[config.mk]
export PLATFORM = sky130hd
export DESIGN_NAME = ordered_list_engine_core
export DESIGN_NICKNAME = d
export VERILOG_FILES = /design/src/hw/rtl/olist_pkg.sv /design/src/hw/rtl/ordered_list_engine_core.sv /design/src/hw/rtl/olist_step.sv /design/src/hw/rtl/olist_seq.sv
export VERILOG_INCLUDE_DIRS = /design/src /design/src/hw/rtl
export SDC_FILE = /design/constraint.sdc
export NUM_CORES = 1
export LEC_CHECK = 0
export BUFFER_PORTS_ARGS = -buffer_cell sky130_fd_sc_hd__buf_2
export CELL_PAD_IN_SITES_DETAIL_PLACEMENT = 1
export CELL_PAD_IN_SITES_GLOBAL_PLACEMENT = 2
export CORE_ASPECT_RATIO = 0.9
export CORE_UTILIZATION = 52
export CTS_CLUSTER_SIZE = 25
export DETAILED_ROUTE_END_ITERATION = 10
export PLACE_DENSITY = 0.81
export SYNTH_ARGS = -nofsm -noshare
export SYNTH_HDL_FRONTEND = slang
export SYNTH_SLANG_ARGS = --single-unit
[constraint.sdc]
create_clock -name clock -period 13.1 [get_ports clock]
set_clock_uncertainty 0.15 [all_clocks]
set_input_delay 1.965 -clock clock [delete_from_list [all_inputs] [get_ports clock]]
set_output_delay 1.965 -clock clock [all_outputs]
set_load 0.1 [all_outputs]
[src/hw/rtl/ordered_list_engine_core_macros.svh]
// Assertion macros shared by the ordered list engine RTL.
`ifndef ORDERED_LIST_ENGINE_CORE_MACROS_SVH
`define ORDERED_LIST_ENGINE_CORE_MACROS_SVH

// Same-cycle implication, checked on every rising clock edge outside reset.
`define OLE_ASSERT_SAME(name, clk, rst, ante, cons, msg) \
   name: assert property (@(posedge clk) disable iff (rst) (ante) |-> (cons)) \
      else $error(msg);

// Next-cycle implication, checked on every rising clock edge outside reset.
`define OLE_ASSERT_NEXT(name, clk, rst, ante, cons, msg) \
   name: assert property (@(posedge clk) disable iff (rst) (ante) |=> (cons)) \
      else $error(msg);

`endif

[src/hw/rtl/olist_pkg.sv]
// Package with the request codes, status codes, state type and shared structs.
`timescale 1ns / 1ps

package olist_pkg;

   localparam int REQ_W = 3;
   localparam int VAL_W = 32;
   localparam int POS_W = 5;

   // Request codes carried on the request word.
   typedef enum logic [REQ_W-1:0] {
      OP_APPEND    = 3'd0,
      OP_PUSH_HEAD = 3'd1,
      OP_INSERT    = 3'd2,
      OP_FIND      = 3'd3,
      OP_READ      = 3'd4,
      OP_DEL_VALUE = 3'd5,
      OP_DEL_POS   = 3'd6,
      OP_CLEAR     = 3'd7
   } op_type;

   // Completion status returned with every response word.
   typedef enum logic [1:0] {
      ST_OK    = 2'd0,
      ST_FULL  = 2'd1,
      ST_MISS  = 2'd2,
      ST_RANGE = 2'd3
   } status_type;

   // Sequencer states.
   typedef enum logic [2:0] {
      S_IDLE,
      S_DECODE,
      S_SCAN_RD,
      S_SCAN_CMP,
      S_MOVE,
      S_MOVE_WR,
      S_PUT,
      S_DONE
   } seq_state_type;

   // Compare results from the shared step unit.
   typedef struct packed {
      logic hit;
      logic at_bound;
      logic next_bound;
   } step_flags_type;

   // One response word.
   typedef struct packed {
      status_type        status;
      logic              found;
      logic [VAL_W-1:0]  value;
      logic [POS_W-1:0]  position;
      logic [POS_W-1:0]  count;
   } result_type;

endpackage

[src/hw/rtl/ordered_list_engine_core.sv]
// Top level of the ordered list engine: request handshake, sequencer and response register.
//
//   Channel   Handshake              Word fields
//   req       req_valid/req_ready    req_type, req_item_value, req_item_position
//   rsp       rsp_valid/rsp_ready    rsp_status, rsp_found, rsp_result_value,
//                                    rsp_result_position, rsp_entry_count
//
// One request at a time; req_ready is high only while the sequencer is idle.
// Each request passes through decode and done; a find or read adds a scan read and a scan
// compare state per visited entry, each shifted entry adds a move and a move-write state,
// and inserts close with a move and a put state, deletes with a final move state.
// The single registered read port of the entry storage splits each visited entry into a read and a compare state.
// A finished response waits in the output register while the next request is taken;
// the sequencer holds its result when that register is still occupied.
// Synchronous reset empties the list and drops rsp_valid; entries need no clearing.
`timescale 1ns / 1ps
`include "ordered_list_engine_core_macros.svh"

module ordered_list_engine_core import olist_pkg::*; #(
   parameter int CAPACITY = 16
) (
   input  logic                    clock,
   input  logic                    reset,
   input  logic                    req_valid,
   output logic                    req_ready,
   input  logic [REQ_W-1:0]        req_type,
   input  logic signed [VAL_W-1:0] req_item_value,
   input  logic [POS_W-1:0]        req_item_position,
   output logic                    rsp_valid,
   input  logic                    rsp_ready,
   output logic [1:0]              rsp_status,
   output logic                    rsp_found,
   output logic signed [VAL_W-1:0] rsp_result_value,
   output logic [POS_W-1:0]        rsp_result_position,
   output logic [POS_W-1:0]        rsp_entry_count
);

   logic       seq_idle;
   logic       seq_done;
   logic       start;
   logic       out_free;
   result_type seq_res;
   logic       rsp_valid_ff;
   result_type rsp_ff;

   // A request word is taken whenever the sequencer is idle.
   assign req_ready = seq_idle;
   assign start     = req_valid && req_ready;

   // The output register is free when empty or being drained this cycle.
   assign out_free = !rsp_valid_ff || rsp_ready;

   olist_seq #(
      .CAPACITY (CAPACITY)
   ) u_seq (
      .clock      (clock),
      .reset      (reset),
      .start_i    (start),
      .op_i       (op_type'(req_type)),
      .value_i    (req_item_value),
      .pos_i      (req_item_position),
      .out_free_i (out_free),
      .idle_o     (seq_idle),
      .done_o     (seq_done),
      .res_o      (seq_res)
   );

   // Response valid flag.
   always_ff @(posedge clock) begin
      if (reset) begin
         rsp_valid_ff <= 1'b0;
      end else if (seq_done) begin
         rsp_valid_ff <= 1'b1;
      end else if (rsp_ready) begin
         rsp_valid_ff <= 1'b0;
      end
   end

   // Response word register.
   always_ff @(posedge clock) begin
      if (seq_done) rsp_ff <= seq_res;
   end

   assign rsp_valid           = rsp_valid_ff;
   assign rsp_status          = rsp_ff.status;
   assign rsp_found           = rsp_ff.found;
   assign rsp_result_value    = $signed(rsp_ff.value);
   assign rsp_result_position = rsp_ff.position;
   assign rsp_entry_count     = rsp_ff.count;

   // Checks on the sequencing and on the response contents.
   `OLE_ASSERT_NEXT(a_busy_after_accept, clock, reset, (req_valid && req_ready), !req_ready, "request accepted but engine still ready")
   `OLE_ASSERT_SAME(a_done_needs_room, clock, reset, seq_done, out_free, "response finished while output register occupied")
   `OLE_ASSERT_SAME(a_error_fields_zero, clock, reset, (rsp_valid && (rsp_status != ST_OK)), (!rsp_found && (rsp_result_position == '0) && (rsp_result_value == '0)), "error response carries data")
   `OLE_ASSERT_SAME(a_found_is_ok, clock, reset, (rsp_valid && rsp_found), ((rsp_status == ST_OK) && (rsp_result_position != '0)), "hit reported without ok status")

endmodule

[src/hw/rtl/olist_step.sv]
// Shared step unit: cursor increment or decrement plus value and bound compares.
`timescale 1ns / 1ps

module olist_step import olist_pkg::*; #(
   parameter int LEN_W = 5
) (
   input  logic [LEN_W-1:0] cur_i,
   input  logic [LEN_W-1:0] bound_i,
   input  logic             down_i,
   input  logic [VAL_W-1:0] data_i,
   input  logic [VAL_W-1:0] key_i,
   output logic [LEN_W-1:0] next_o,
   output step_flags_type   flags_o
);

   // The cursor moves toward the tail for scans and removals, toward the head for inserts.
   assign next_o = down_i ? (cur_i - LEN_W'(1)) : (cur_i + LEN_W'(1));

   // One equality compare on the data and two on the cursor.
   assign flags_o.hit        = (data_i == key_i);
   assign flags_o.at_bound   = (cur_i == bound_i);
   assign flags_o.next_bound = (next_o == bound_i);

endmodule

[src/hw/rtl/olist_seq.sv]
// Sequencer with the entry storage: decodes a request and walks the list one slot at a time.
`timescale 1ns / 1ps

module olist_seq import olist_pkg::*; #(
   parameter int CAPACITY = 16
) (
   input  logic             clock,
   input  logic             reset,
   input  logic             start_i,
   input  op_type           op_i,
   input  logic [VAL_W-1:0] value_i,
   input  logic [POS_W-1:0] pos_i,
   input  logic             out_free_i,
   output logic             idle_o,
   output logic             done_o,
   output result_type       res_o
);

   localparam int IDX_W = (CAPACITY > 1) ? $clog2(CAPACITY) : 1;
   localparam int LEN_W = $clog2(CAPACITY + 1);
   localparam int CMP_W = ((LEN_W > POS_W) ? LEN_W : POS_W) + 1;

   seq_state_type    state_ff, state_in;
   op_type           op_ff;
   logic [VAL_W-1:0] val_ff;
   logic [POS_W-1:0] pos_ff;
   logic [LEN_W-1:0] len_ff, len_in;
   logic [LEN_W-1:0] cur_ff, cur_in;
   logic [LEN_W-1:0] slot_ff, slot_in;
   result_type       res_ff, res_in;

   logic [VAL_W-1:0] mem_ff [CAPACITY];
   logic [VAL_W-1:0] rdata_ff;
   logic             rd_en;
   logic [IDX_W-1:0] rd_addr;
   logic             wr_en;
   logic [IDX_W-1:0] wr_addr;
   logic [VAL_W-1:0] wr_data;

   logic [LEN_W-1:0] step_next;
   logic [LEN_W-1:0] step_bound;
   step_flags_type   flags;

   logic             is_ins;
   logic             is_del;
   logic             is_idx;
   logic             hit;
   logic             full;
   logic             empty;
   logic [CMP_W-1:0] len_ext;
   logic [CMP_W-1:0] pos_ext;
   logic             ins_bad;
   logic             rd_bad;
   logic [LEN_W-1:0] pos_slot;

   // Request classes and range checks.
   assign is_ins   = (op_ff == OP_APPEND) || (op_ff == OP_PUSH_HEAD) || (op_ff == OP_INSERT);
   assign is_del   = (op_ff == OP_DEL_VALUE) || (op_ff == OP_DEL_POS);
   assign is_idx   = (op_ff == OP_READ) || (op_ff == OP_DEL_POS);
   assign full     = (len_ff >= LEN_W'(CAPACITY));
   assign empty    = (len_ff == '0);
   assign len_ext  = CMP_W'(len_ff);
   assign pos_ext  = CMP_W'(pos_ff);
   assign ins_bad  = (pos_ff == '0) || (pos_ext > (len_ext + CMP_W'(1)));
   assign rd_bad   = (pos_ff == '0) || (pos_ext > len_ext);
   assign pos_slot = LEN_W'(pos_ext - CMP_W'(1));

   // Indexed requests take the entry at the cursor without a value match.
   assign hit = flags.hit || is_idx;

   // Inserts stop at the target slot, scans and removals at the list length.
   assign step_bound = is_ins ? slot_ff : len_ff;

   olist_step #(
      .LEN_W (LEN_W)
   ) u_step (
      .cur_i   (cur_ff),
      .bound_i (step_bound),
      .down_i  (is_ins),
      .data_i  (rdata_ff),
      .key_i   (val_ff),
      .next_o  (step_next),
      .flags_o (flags)
   );

   // Next state.
   always_comb begin
      state_in = state_ff;
      unique case (state_ff)
         S_IDLE: begin
            if (start_i) state_in = S_DECODE;
         end
         S_DECODE: begin
            unique case (op_ff) inside
               OP_APPEND, OP_PUSH_HEAD: state_in = full ? S_DONE : S_MOVE;
               OP_INSERT:               state_in = (full || ins_bad) ? S_DONE : S_MOVE;
               OP_FIND, OP_DEL_VALUE:   state_in = empty ? S_DONE : S_SCAN_RD;
               OP_READ, OP_DEL_POS:     state_in = (empty || rd_bad) ? S_DONE : S_SCAN_RD;
               default:                 state_in = S_DONE;
            endcase
         end
         S_SCAN_RD: state_in = S_SCAN_CMP;
         S_SCAN_CMP: begin
            if (hit) state_in = is_del ? S_MOVE : S_DONE;
            else if (flags.next_bound) state_in = S_DONE;
            else state_in = S_SCAN_RD;
         end
         S_MOVE: begin
            if (is_ins) state_in = flags.at_bound ? S_PUT : S_MOVE_WR;
            else state_in = flags.next_bound ? S_DONE : S_MOVE_WR;
         end
         S_MOVE_WR: state_in = S_MOVE;
         S_PUT:     state_in = S_DONE;
         S_DONE: begin
            if (out_free_i) state_in = S_IDLE;
         end
         default: state_in = S_IDLE;
      endcase
   end

   // Handshake and storage port controls.
   always_comb begin
      idle_o  = (state_ff == S_IDLE);
      done_o  = (state_ff == S_DONE) && out_free_i;
      rd_en   = 1'b0;
      rd_addr = cur_ff[IDX_W-1:0];
      wr_en   = 1'b0;
      wr_addr = cur_ff[IDX_W-1:0];
      wr_data = rdata_ff;
      unique case (state_ff)
         S_SCAN_RD: rd_en = 1'b1;
         S_MOVE: begin
            rd_en   = is_ins ? !flags.at_bound : !flags.next_bound;
            rd_addr = step_next[IDX_W-1:0];
         end
         S_MOVE_WR: wr_en = 1'b1;
         S_PUT: begin
            wr_en   = 1'b1;
            wr_addr = slot_ff[IDX_W-1:0];
            wr_data = val_ff;
         end
         default: begin
            rd_en = 1'b0;
         end
      endcase
   end

   // Cursor, length, target slot and result updates.
   always_comb begin
      cur_in  = cur_ff;
      len_in  = len_ff;
      slot_in = slot_ff;
      res_in  = res_ff;
      unique case (state_ff)
         S_DECODE: begin
            res_in = '0;
            res_in.status = ST_OK;
            unique case (op_ff) inside
               OP_APPEND: begin
                  if (full) res_in.status = ST_FULL;
                  slot_in = len_ff;
                  cur_in  = len_ff;
               end
               OP_PUSH_HEAD: begin
                  if (full) res_in.status = ST_FULL;
                  slot_in = '0;
                  cur_in  = len_ff;
               end
               OP_INSERT: begin
                  if (full) res_in.status = ST_FULL;
                  else if (ins_bad) res_in.status = ST_RANGE;
                  slot_in = pos_slot;
                  cur_in  = len_ff;
               end
               OP_FIND, OP_DEL_VALUE: begin
                  if (empty) res_in.status = ST_MISS;
                  cur_in = '0;
               end
               OP_READ, OP_DEL_POS: begin
                  if (empty) res_in.status = ST_MISS;
                  else if (rd_bad) res_in.status = ST_RANGE;
                  cur_in = pos_slot;
               end
               default: len_in = '0;
            endcase
         end
         S_SCAN_CMP: begin
            if (hit) begin
               res_in.found    = !is_del;
               res_in.value    = rdata_ff;
               res_in.position = POS_W'(step_next);
            end else if (flags.next_bound) begin
               res_in.status = ST_MISS;
            end else begin
               cur_in = step_next;
            end
         end
         S_MOVE: begin
            if (!is_ins && flags.next_bound) len_in = len_ff - LEN_W'(1);
         end
         S_MOVE_WR: cur_in = step_next;
         S_PUT:     len_in = len_ff + LEN_W'(1);
         default: begin
            cur_in = cur_ff;
         end
      endcase
   end

   // Control registers.
   always_ff @(posedge clock) begin
      if (reset) begin
         state_ff <= S_IDLE;
         len_ff   <= '0;
      end else begin
         state_ff <= state_in;
         len_ff   <= len_in;
      end
   end

   // Request capture and working registers.
   always_ff @(posedge clock) begin
      if (start_i && (state_ff == S_IDLE)) begin
         op_ff  <= op_i;
         val_ff <= value_i;
         pos_ff <= pos_i;
      end
      cur_ff  <= cur_in;
      slot_ff <= slot_in;
      res_ff  <= res_in;
   end

   // Entry storage: one write port and one registered read port.
   always_ff @(posedge clock) begin
      if (wr_en) mem_ff[wr_addr] <= wr_data;
      if (rd_en) rdata_ff <= mem_ff[rd_addr];
   end

   // The count reflects the length after the request has finished.
   always_comb begin
      res_o       = res_ff;
      res_o.count = POS_W'(len_ff);
   end

endmodule
==> qor.csv <==
metric,value,unit
status,"finished, final reports clean",
Yosys top cell area share,0.743,
Non-Filler Instances,2229,
die footprint,53700,µm²
row count,79,
first-pass GRT wire length,97.9,mm
Initial Utilization,0.528,
setup_tns,0,ns
layout cell share with drive strength beyond 1,0.258,
Slew Limit Fails,0,
largest net degree at the start of global routing,129,
via count,13800,
post-CTS setup repair buffer count,0,
Post-CTS Hold Fix Bufs,0,
fmax,184,MHz
Clock Latency Late Sink,0.61,ns
Via density,6.18,
Detail Placement HPWL,36.8,mm
Nets,1552,
CORE AREA,51900,µm²
FF-to-FF Start,u_seq.op_ff[1],
crit-path max FO,78,
TritonCTS clock tree,yes,
DR iter-0 viols,1165,
Syn Nets,1429,
yosys warns,0,
Antenna Nets Post-Route,0,
Worst VDD drop,0.242,mV
fin util,0.598,
CTS clock-pin slew for the worst setup and hold paths,0.06,ns
crit path DAT,5.58,ns
Remaining DRCs,0,
CTS sink cnt,688,
setup violators final,0,
unrepaired setup endpoints after global routing,no,
diode count,0,
Final Hold Vio Count,0,
Worst Hold Launch,u_seq.res_o[26],
most common cell in the netlist,edfxtp_1,
Leak,0.0103,µW
GR Util All Layers,0.258,
flop2flop setup slack,7.68,ns
WS Path Type,reg -> reg,
CTS Root Cell,clkbuf_16,
Hold WS,0.267,ns
Design Power,7780,µW
Post-Syn Area,27400,µm²
number of global-route vias before repair,14400,
WHS Endpoint,rsp_result_value[16],
# IOs,91,
top post-synthesis cells by count,"679 x edfxtp_1, 128 x mux4_2, 103 x mux2i_1",
Num CTS Buffers,67,
reg2reg path depth,9,
"EDFF count, synth",679,
ranking of synthesized cells by area,"edfxtp_1 74%, mux4_2 11%, mux2i_1 3.8%",
Die H,220,µm
Routed WL,67.5,mm
Worst Hold Class,reg -> reg,
I/O Buffers,90,
cell taking the most area after synthesis,edfxtp_1,
Pwr per Cell Area,251,nW/µm²
max cap viols,0,
initial antenna violation count,1,
"Top FF cell, synth",edfxtp_1,
drt wl/cell,30.3,µm
Max Root-Sink Buffers,3,
post-route clock period utilization,0.414,
Die Wd,244,µm
Synth Register Bits,688,
area growth from synthesis to layout,13.2,%
synth unique cells,54,
startpoint type of the worst setup path,register,
Slew @ Worst Pin,1.21,ns
"Seq/Total Area, Yosys",0.750,
post-CTS sizing,0,
Worst EP required,13.26,ns
r2r endpoint,u_seq.rdata_ff[11],
Syn Area/Cell,20.1,µm²
CTS H-tree lvls,3,
Mapped Cells,1364,
GPL Wtd Cong,0.808,
drt pass-1 iters,5,
Worst slew margin,0.193,
Worst Hold Depth,0,
ys async rst share,0,
Post-Place Cells,2106,
minimum clock period,5.42,ns
endpoint class of the critical path,register,
Overflow after GRT,0,
[worst max path at each step]
stage | start | to | slack [ns] | cells after the start
floorplan | u_seq.state_ff[1] | req_ready | 8.25 | 3
finish | u_seq.op_ff[1] | u_seq.rdata_ff[11] | 7.68 | 9
global placement | u_seq.op_ff[1] | u_seq.rdata_ff[27] | 7.91 | 9
detailed placement | u_seq.op_ff[1] | u_seq.rdata_ff[24] | 7.78 | 9
global route | u_seq.op_ff[1] | u_seq.rdata_ff[11] | 7.43 | 9
CTS | u_seq.op_ff[1] | u_seq.rdata_ff[24] | 7.75 | 9
[worst max-delay path: stages, from the launching register on]
cell and delay (ns):
edfxtp_1 0.61, a21oi_4 0.65, inv_1 0.31, fa_1 0.65, a21oi_4 0.17, buf_4 0.65
buf_4 1.05, mux4_2 0.43, mux2i_1 0.22, mux2i_1 0.11
[per-layer routing]
layer | track usage | wire length, µm | vias up
met2 | 0.433 | 33600 | 500
met3 | 0.0443 | 4290 | 120
met1 | 0.350 | 27900 | 7345
li1 | - | - | 5809
met5 | 0 | 13 | -
met4 | 0.0765 | 1720 | 2
[flip-flops by register name, summed over array words and instances (netlist names)]
name                 count
rsp_result_position      5
u_seq.slot_ff            5
u_seq.rdata_ff          32
u_seq.op_ff              3
rsp_found                1
u_seq.state_ff           3
rsp_result_value        32
u_seq.cur_ff             5
u_seq.pos_ff             5
u_seq.res_o             40
rsp_entry_count          5
u_seq.val_ff            32
rsp_valid                1
u_seq.len_ff             5
rsp_status               2
u_seq.mem_ff           512
[placed cells by master, fill, tap and decap left out, types with 16 or more instances in the layout]
master	netlist	layout
edfxtp_1	679	679
ha_1	19	19
nor2_1	45	28
a21oi_1	21	18
mux2i_1	103	103
inv_1	17	17
and3_1	36	36
buf_2	16	90
clkbuf_1	26	19
clkinv_1	1	16
nor2_4	0	17
mux4_2	128	128
clkbuf_16	0	70
nand2_1	27	27
xnor2_1	41	40
mux2_2	32	32
buf_4	0	27
[where the power goes]
part	internal [µW]	switching [µW]
Sequential	3010	168
Clock	1090	812
Combinational	1100	1600
Total	5200	2570
[kinds of logic (layout without fill, tap and decap cells)]
group,after synthesis,count (layout),synth area share
AOI/OAI and AO/OA,90,90,0.0225
DFF,688,688,0.750
buffers and inverters,83,260,0.0124
and+or+nand+nor,164,164,0.0305
xor gates and xnor gates,55,55,0.0186
muxes,263,263,0.156
adders and majority gates,21,21,0.0101
[cell type report]
| class | count | area [µm²] |
|---|---|---|
| multi-input cells | 593 | 6710 |
| repair buffers | 118 | 673 |
| well taps | 688 | 861 |
| fillers | 4436 | 20900 |
| clock buffers | 89 | 1820 |
| flip-flops and latches | 688 | 20600 |
| inverters | 19 | 71.3 |
| clock inverters | 34 | 322 |
[stage by stage]
stage / cell area, µm² / setup slack (ns)
floorplan: 27400 / 8.25
global placement: 28900 / 7.91
detailed placement: 28900 / 7.78
CTS: 31000 / 7.75
global route: 31000 / 7.43
finish: 31000 / 7.68
No activity file was read; power rests on OpenSTA's default activity.
